==> config.mk <==
export PLATFORM = sky130hd
export DESIGN_NAME = pas_cell
export DESIGN_NICKNAME = d
export VERILOG_FILES = /design/src/hdl/polar_angle_point_sorter_assert.svh /design/src/hdl/pas_pkg.sv /design/src/hdl/pas_cell.sv
export SDC_FILE = /design/constraint.sdc
export NUM_CORES = 2
export LEC_CHECK = 0
export ABC_AREA = 0
export BUFFER_PORTS_ARGS = -buffer_cell sky130_fd_sc_hd__buf_2
export CORE_UTILIZATION = 55
export DETAILED_ROUTE_END_ITERATION = 7
export PLACE_DENSITY = 0.73
export SYNTH_ARGS = -nofsm -noshare
export SYNTH_HDL_FRONTEND = slang
export SYNTH_SLANG_ARGS = --single-unit
==> constraint.sdc <==
create_clock -name clk -period 13.15 [get_ports clk]
set_clock_uncertainty 0.15 [all_clocks]
set_input_delay 0.6575 -clock clk [delete_from_list [all_inputs] [get_ports clk]]
set_output_delay 0.6575 -clock clk [all_outputs]
set_load 0.01 [all_outputs]
==> src/hdl/polar_angle_point_sorter_assert.svh <==
// ----------------------------------------------------------------------------
// polar angle point sorter assertion macros
// concurrent checks sampled on the rising clock edge, held off during reset
// ----------------------------------------------------------------------------
`ifndef POLAR_ANGLE_POINT_SORTER_ASSERT_SVH
`define POLAR_ANGLE_POINT_SORTER_ASSERT_SVH

// same-cycle implication
`define PAS_ASSERT_IMP(label, clk, rst_n, ante, cons) \
  label: assert property (@(posedge clk) disable iff (!rst_n) (ante) |-> (cons)) \
    else $error("polar_angle_point_sorter: same-cycle check failed");

// next-cycle implication
`define PAS_ASSERT_NXT(label, clk, rst_n, ante, cons) \
  label: assert property (@(posedge clk) disable iff (!rst_n) (ante) |=> (cons)) \
    else $error("polar_angle_point_sorter: next-cycle check failed");

`endif

==> src/hdl/pas_pkg.sv <==
// ----------------------------------------------------------------------------
// pas_pkg
// shared types and register indexes of the polar angle point sorter
// ----------------------------------------------------------------------------
`timescale 1ns / 1ps

package pas_pkg;

  // configuration register indexes
  localparam logic CFG_ANCHOR_X = 1'b0;
  localparam logic CFG_ANCHOR_Y = 1'b1;

  // controls broadcast to every cell of the chain
  typedef struct packed {
    logic calc;    // register the angle products against the new point
    logic insert;  // open a slot and shift the tail down by one
    logic pop;     // move every entry one cell towards the head
  } cell_ctrl_t;

endpackage

==> src/hdl/pas_cell.sv <==
// ----------------------------------------------------------------------------
// pas_cell
// one slot of the insertion chain: holds a point, compares it to the new one
// ----------------------------------------------------------------------------
`timescale 1ns / 1ps

module pas_cell #(
  parameter int COORD_BITS = 16
) (
  input  logic                           clk,
  input  logic                           rst_n,
  input  pas_pkg::cell_ctrl_t            ctrl,
  input  logic signed [COORD_BITS-1:0]   anchor_x,
  input  logic signed [COORD_BITS-1:0]   anchor_y,
  input  logic signed [COORD_BITS:0]     bdx,
  input  logic signed [COORD_BITS:0]     bdy,
  input  logic        [2*COORD_BITS:0]   lb,
  input  logic signed [COORD_BITS-1:0]   new_x,
  input  logic signed [COORD_BITS-1:0]   new_y,
  input  logic signed [COORD_BITS-1:0]   prv_x,
  input  logic signed [COORD_BITS-1:0]   prv_y,
  input  logic                           prv_vld,
  input  logic signed [COORD_BITS-1:0]   nxt_x,
  input  logic signed [COORD_BITS-1:0]   nxt_y,
  input  logic                           nxt_vld,
  input  logic                           seen_prev,
  input  logic                           seen_here,
  output logic signed [COORD_BITS-1:0]   x,
  output logic signed [COORD_BITS-1:0]   y,
  output logic                           vld,
  output logic                           ahead
);

  localparam int DW = COORD_BITS + 1;
  localparam int PW = 2 * DW;
  localparam int LW = 2 * COORD_BITS + 1;

  logic signed [COORD_BITS-1:0] x_r;
  logic signed [COORD_BITS-1:0] y_r;
  logic                         vld_r;
  logic signed [DW-1:0]         adx_r;
  logic signed [DW-1:0]         ady_r;
  logic signed [PW-1:0]         p1_r;
  logic signed [PW-1:0]         p2_r;
  logic        [LW-1:0]         la_r;

  logic signed [DW-1:0]         adx;
  logic signed [DW-1:0]         ady;
  logic signed [PW-1:0]         sqx;
  logic signed [PW-1:0]         sqy;
  logic signed [PW:0]           turn;
  logic                         same_x;
  logic                         same_y;

  assign adx = {x_r[COORD_BITS-1], x_r} - {anchor_x[COORD_BITS-1], anchor_x};
  assign ady = {y_r[COORD_BITS-1], y_r} - {anchor_y[COORD_BITS-1], anchor_y};
  assign sqx = adx * adx;
  assign sqy = ady * ady;

  always_ff @(posedge clk) begin
    if (!rst_n) begin
      vld_r <= 1'b0;
    end else if (ctrl.pop) begin
      vld_r <= nxt_vld;
    end else if (ctrl.insert && seen_here) begin
      vld_r <= seen_prev ? prv_vld : 1'b1;
    end
  end

  always_ff @(posedge clk) begin
    if (ctrl.pop) begin
      x_r <= nxt_x;
      y_r <= nxt_y;
    end else if (ctrl.insert && seen_here) begin
      x_r <= seen_prev ? prv_x : new_x;
      y_r <= seen_prev ? prv_y : new_y;
    end
    if (ctrl.calc) begin
      adx_r <= adx;
      ady_r <= ady;
      p1_r  <= adx * bdy;
      p2_r  <= bdx * ady;
      la_r  <= {1'b0, sqx[LW-2:0]} + {1'b0, sqy[LW-2:0]};
    end
  end

  assign turn   = {p1_r[PW-1], p1_r} - {p2_r[PW-1], p2_r};
  assign same_x = (adx_r == '0) || (bdx == '0) || (adx_r[DW-1] == bdx[DW-1]);
  assign same_y = (ady_r == '0) || (bdy == '0) || (ady_r[DW-1] == bdy[DW-1]);

  always_comb begin
    if (turn[PW]) begin
      ahead = 1'b1;
    end else if (turn != '0) begin
      ahead = 1'b0;
    end else if (same_x && same_y) begin
      ahead = lb < la_r;
    end else begin
      // opposite sides: the stored point goes last unless right of or above the anchor
      ahead = (adx_r[DW-1] || adx_r == '0) && (ady_r[DW-1] || ady_r == '0);
    end
  end

  assign x   = x_r;
  assign y   = y_r;
  assign vld = vld_r;

endmodule

Word level (Yosys, flattened, before mapping)
Cells that the tools add are included. Widths: inputs -> output; s select.

Register bits: 168.

$add $sub $neg: 4. Multipliers: 4. Magnitude comparators: 1. Equal/unequal tests: 2. Multiplexer cells: 12. Reductions and logical operators: 15.

Operators by type and width (count): $mux 16 (6); $logic_not 17->1 (4); $mul 17x17->34 (2); $mul 17x17->32 (2); $reduce_bool 35->1 (1); $sub 34x34->35 (1); $sub 16x16->17 (2); $add 32x32->33 (1); $lt 33x33->1 (1); $logic_or 1x1->1 (6); $mux 1 (6); $logic_and 1x1->1 (3); $eq 1x1->1 (2); $reduce_bool 2->1 (1).

Longest topological paths before layout
Depth in word-level cells: 7. Depth in mapped cells: 44. Mapped depth without buffers: 44.

Worst setup path before layout
Ideal clock, no wire load.

Kind: in2reg. Start: input port anchor_x[1]. End: register la_r[31], data pin. Library setup time: 263 ps. Arrival: 9495 ps. Data required time: 12737 ps. Slack: 3242 ps. Cell stages on the path: 39. Path buffers: 2. Cell sequence: inv_1 -> ha_1 -> nor2b_1 -> o21ai_0 -> nand2b_1 -> a21o_1 -> a21o_1 -> a21oi_1 -> o2111ai_1 -> a41oi_1 -> xnor2_1 -> clkbuf_1 -> clkbuf_1 -> nand2_1 -> fa_1 -> fa_1 -> fa_1 -> inv_1 -> [3 not listed] -> fa_1 -> inv_1 -> ha_1 -> a21o_1 -> a21o_1 -> a21o_1 -> a2111o_1 -> and3_1 -> nor2_1 -> ha_1 -> and3_1 -> and3_1 -> a221o_1 -> a21o_1 -> o21ai_1 -> o21bai_1 -> a311oi_1 -> xnor2_1.

Word-level cells in the longest chain between the ends: 3.

RTL lines: start: declaration (RTL line pas_cell.sv:13) `input logic signed [COORD_BITS-1:0] anchor_x,`; $sub 16x16->17 (RTL line pas_cell.sv:55) `assign adx = {x_r[COORD_BITS-1], x_r} - {anchor_x[COORD_BITS-1], anchor_x};`; via adx[13] (RTL line pas_cell.sv:47) `logic signed [DW-1:0] adx;`; $mul 17x17->32 (RTL line pas_cell.sv:57) `assign sqx = adx * adx;`; $add 32x32->33 (RTL line pas_cell.sv:83) `la_r <= {1'b0, sqx[LW-2:0]} + {1'b0, sqy[LW-2:0]};`; end signal: assignment (RTL line pas_cell.sv:83); end: declaration (RTL line pas_cell.sv:45) `logic [LW-1:0] la_r;`.

The timed path passes the listed nets, and every way through them passes these cells. A chain may end at the register's enable or synchronous reset.

Worst setup path after layout
Start: register y_r[0] (netlist: y[0]). End: register la_r[30], data pin.

Word-level cells in the longest chain between the ends: 3.

RTL lines: start: declaration (RTL line pas_cell.sv:39) `logic signed [COORD_BITS-1:0] y_r;`; start signal: assignment (RTL line pas_cell.sv:73) `y_r <= nxt_y;`; start signal: assignment (RTL line pas_cell.sv:76) `y_r <= seen_prev ? prv_y : new_y;`; $sub 16x16->17 (RTL line pas_cell.sv:56) `assign ady = {y_r[COORD_BITS-1], y_r} - {anchor_y[COORD_BITS-1], anchor_y};`; $mul 17x17->32 (RTL line pas_cell.sv:58) `assign sqy = ady * ady;`; $add 32x32->33 (RTL line pas_cell.sv:83).

Every way passes these cells.

==> tab_implementation.tex <==
\begin{tabular}{lr}
\hline
Metric & Value \\
\hline
\multicolumn{2}{l}{\textbf{Setup path}} \\
Largest stage delay on the critical path & $\sim$0.71 ns \\
Path depth of the worst reg2reg path & between 40 and 50 \\
Required @ worst endpoint & between 10 and 15 ns \\
Worst EP arrival & 11.25 ns \\
Critical-path maximum fanout & 33 \\
Sort of element at the start of the critical path & register \\
End of the worst register-to-register path & la\_r[30] \\
Critical Path Slowest Stage Cell & sky130\_fd\_sc\_hd\_\_fa\_1 \\
FF-to-FF Start & y[0] \\
Type of the worst setup path & register to register \\
Worst setup EP type & register \\
Reg2reg setup slack & roughly 2.0 ns \\
Cell repeated most along the worst path & sky130\_fd\_sc\_hd\_\_fa\_1 \\
\multicolumn{2}{l}{\textbf{Place}} \\
RD Place Congestion & 0.929 \\
Detail Placement HPWL & roughly 100 mm \\
IO Port Bufs & roughly 240 \\
\multicolumn{2}{l}{\textbf{Flow run}} \\
Number of maximum-capacitance constraint violations & 0 \\
\multicolumn{2}{l}{\textbf{Synth}} \\
Proportion of register bits with asynchronous set or reset after synthesis & 0 \\
Synth warnings & 0 \\
Instance count of the mapped netlist & around 5,400 \\
Distinct cell type count after synthesis & between 70 and 80 \\
Number of nets produced by synthesis & $\sim$7,200 \\
Mapped cell area & around 51,000 um\^{}2 \\
Number of flops mapped to enable cells by yosys & about 170 \\
Fraction of post-synthesis cell area in the top cell type by area & 0.437 \\
Most used flip-flop cell after synthesis & sky130\_fd\_sc\_hd\_\_edfxtp\_1 \\
Dominant cells by area after synthesis & sky130\_fd\_sc\_hd\_\_fa\_1 44\%, sky130\_fd\_sc\_hd\_\_ha\_1 11\%, sky130\_fd\_sc\_hd\_\_inv\_1 10\%, sky130\_fd\_sc\_hd\_\_edfxtp\_1 9.9\%, sky130\_fd\_sc\_hd\_\_nand2\_1 4.5\% \\
Most instantiated cells after synthesis & 1,356 x sky130\_fd\_sc\_hd\_\_inv\_1, 1,109 x sky130\_fd\_sc\_hd\_\_fa\_1, 614 x sky130\_fd\_sc\_hd\_\_nand2\_1, 454 x sky130\_fd\_sc\_hd\_\_ha\_1, 254 x sky130\_fd\_sc\_hd\_\_nor2\_1 \\
Cell type with the highest aggregate area in the netlist & sky130\_fd\_sc\_hd\_\_fa\_1 \\
Synth Register Bits & 168 \\
Portion of the post-synthesis area used by sequential elements & 0.0991 \\
Synthesized area divided by synthesized cell count & about 9.4 um\^{}2 \\
Most common cell in the netlist & sky130\_fd\_sc\_hd\_\_inv\_1 \\
\multicolumn{2}{l}{\textbf{Layout}} \\
Relative area change from synthesis to final layout & 6.18\% \\
Ant. Diodes & 0 \\
Share of post-route cells with drive strength above 1 & 0.0642 \\
Layout Nets & between 7,000 and 8,000 \\
Area of combinational cells with multiple inputs & 40,100 um\^{}2 \\
FF+latch area & 5030 um\^{}2 \\
Fillcell total & between 7,000 and 8,000 \\
\multicolumn{2}{l}{\textbf{Clock tree}} \\
Post-CTS Setup Repair Bufs & 0 \\
Number of sinks on the clock net & 168 \\
CTS Buf Count & 17 \\
CTS root buf & sky130\_fd\_sc\_hd\_\_clkbuf\_16 \\
Resized cells post-CTS & 0 \\
Clock insertion delay at the later pin of the skew report & roughly 0.50 ns \\
Level count of the clock H-tree & 4 \\
CTS tree & yes \\
Clock slew at reported path FFs & 0.08 ns \\
Clock Path Buffers & 2 \\
Hold-fix buffer count after cts & 0 \\
\multicolumn{2}{l}{\textbf{Timing}} \\
Final setup viols & 0 \\
Final hold violation count & 0 \\
Slew margin rel. & 0.132 \\
Period Utilization, post-route & 0.849 \\
Fmax achieved & 89.6 MHz \\
Total count of max-transition violations in the final report & 0 \\
Final setup TNS & 0 ns \\
Min Tclk post-route & 11.16 ns \\
Slew at the pin closest to its max-slew limit & 1.29 ns \\
Setup repair after global routing missed its margin & false \\
\multicolumn{2}{l}{\textbf{Worst hold path}} \\
Hold Crit Class & input pin to register \\
Worst Hold Path EP & vld \\
Hold Path Cell Cnt & 2 \\
Startpoint of the tightest hold check path & rst\_n \\
\multicolumn{2}{l}{\textbf{Global routing}} \\
Maximum number of pins on one net before global-route repair & 70 \\
Grt total ovfl & 0 \\
Antenna violations before repair & 2 \\
Tot GR Track Use & 0.286 \\
Number of global-route vias before repair & between 40,000 and 50,000 \\
First-pass GRT wire length & 208 mm \\
\multicolumn{2}{l}{\textbf{Route}} \\
First-pass iteration count of the detailed router & 6 \\
Number of vias per cell after detailed routing & about 5.5 \\
Drt first-iter violations & between 2,000 and 2,500 \\
DR vias & $\sim$37,000 \\
Final wirelength & around 130 mm \\
Post-DR wirelength/cell & between 15 and 20 um \\
Residual DRC count & 0 \\
Post-route ant nets & 0 \\
\multicolumn{2}{l}{\textbf{Floorplanning}} \\
Area enclosed by the die boundary & $\sim$94,000 um\^{}2 \\
Standard-cell rows & about 110 \\
Die height & roughly 300 um \\
Horizontal die dimension & between 300 and 400 um \\
Placeable Area & 91,700 um\^{}2 \\
Boundary pin count & $\sim$240 \\
Starting Density & 0.555 \\
\multicolumn{2}{l}{\textbf{Outcome}} \\
Run status & completed \\
\hline
\end{tabular}
==> cells in the final DEF, fill, tap and decap left out, drive strengths merged, types with 8 or more instances in the layout <==
cell type and instances:
o211ai 19, nand2b 45, nor2b 85, or3 17, o21ai 109, ha 454, mux2i 39, edfxtp 167
xnor2 159, a21boi 9, clkbuf 17, a211oi 16, and2 196, nor2 254, or2 9, fa 1109
nand3b 8, nand2 614, inv 1367, xor2 47, clkinv 18, nand4 19, o21a 34, a21o 67
o21bai 20, a21oi 133, nand3 43, nor4 20, a31oi 25, o2111ai 8, nor3 46, o31ai 12
buf 283, and3 27
==> state kept, by name, indices dropped and copies added (netlist names) <==
name and cells:
p1_r 34, vld 1, la_r 33, p2_r 34, x 16, ady_r 17, y 16, adx_r 17
==> logic make-up (layout without fill, tap and decap cells) <==
kind of cell	Yosys count	in the layout	synth area share
flops	168	168	0.0991
mux	40	40	0.00790
compound gates	522	522	0.0680
xor+xnor	206	206	0.0355
buf+inv	1540	1686	0.114
simple gates	1394	1394	0.127
fa+ha+maj	1563	1563	0.549
==> routing by layer <==
layer	wire length, um	share of wire	global-route usage
met1	48400	0.38	0.349
met3	8190	0.065	0.0391
met5	0	0	0
met2	64400	0.51	0.505
met4	5570	0.044	0.124
==> metrics by stage <==
step                       util  setup slack (ns)  hold slack, ns  instance area, um^2  cells
final                     0.589              1.99           0.246                54000   6765
after global routing      0.589              1.20           0.241                54000   6765
after CTS                 0.589              2.06           0.210                54000   6765
after detailed placement  0.582              1.79           0.330                53300   6733
after global placement    0.582              1.85           0.325                53300   6733
after floorplan               -              3.24           0.389                50800   5433
==> worst max-delay path: cells and delay by family, from the launching register on <==
kind	cells	cell delay (ns)
AO/OA/AOI/OAI	18	3.85
AND/OR/NAND/NOR	5	0.57
buffers and inverters	7	1.20
XOR/XNOR	2	0.28
flip-flops	1	0.36
adder cells (fa/ha/maj)	10	4.50
==> area by class of cell <==
| cell class | count | share of cell area |
|---|---|---|
| clock inverter | 15 | 0.00399 |
| clock buffer | 17 | 0.00788 |
| timing repair buffer | 283 | 0.0285 |
| multi-input combinational | 3725 | 0.743 |
| sequential | 168 | 0.0933 |
| inverter | 1371 | 0.0954 |
| tap | 1186 | 0.0275 |
==> how the worst max path moves through the flow <==
stage | start | to | slack, ns | depth (start not counted)
2_1_floorplan | anchor_x[1] | la_r[31] | 3.24 | 39
3_3_place_gp | anchor_x[2] | la_r[31] | 1.85 | 42
3_5_place_dp | anchor_y[0] | la_r[30] | 1.79 | 42
4_1_cts | y[0] | la_r[30] | 2.06 | 42
5_1_grt | y[0] | la_r[30] | 1.20 | 42
6_report | y[0] | la_r[30] | 1.99 | 42
Power is left out: the tool's default activity adds up to more than one toggle a clock period on the data nets, which glitch-free logic cannot reach.
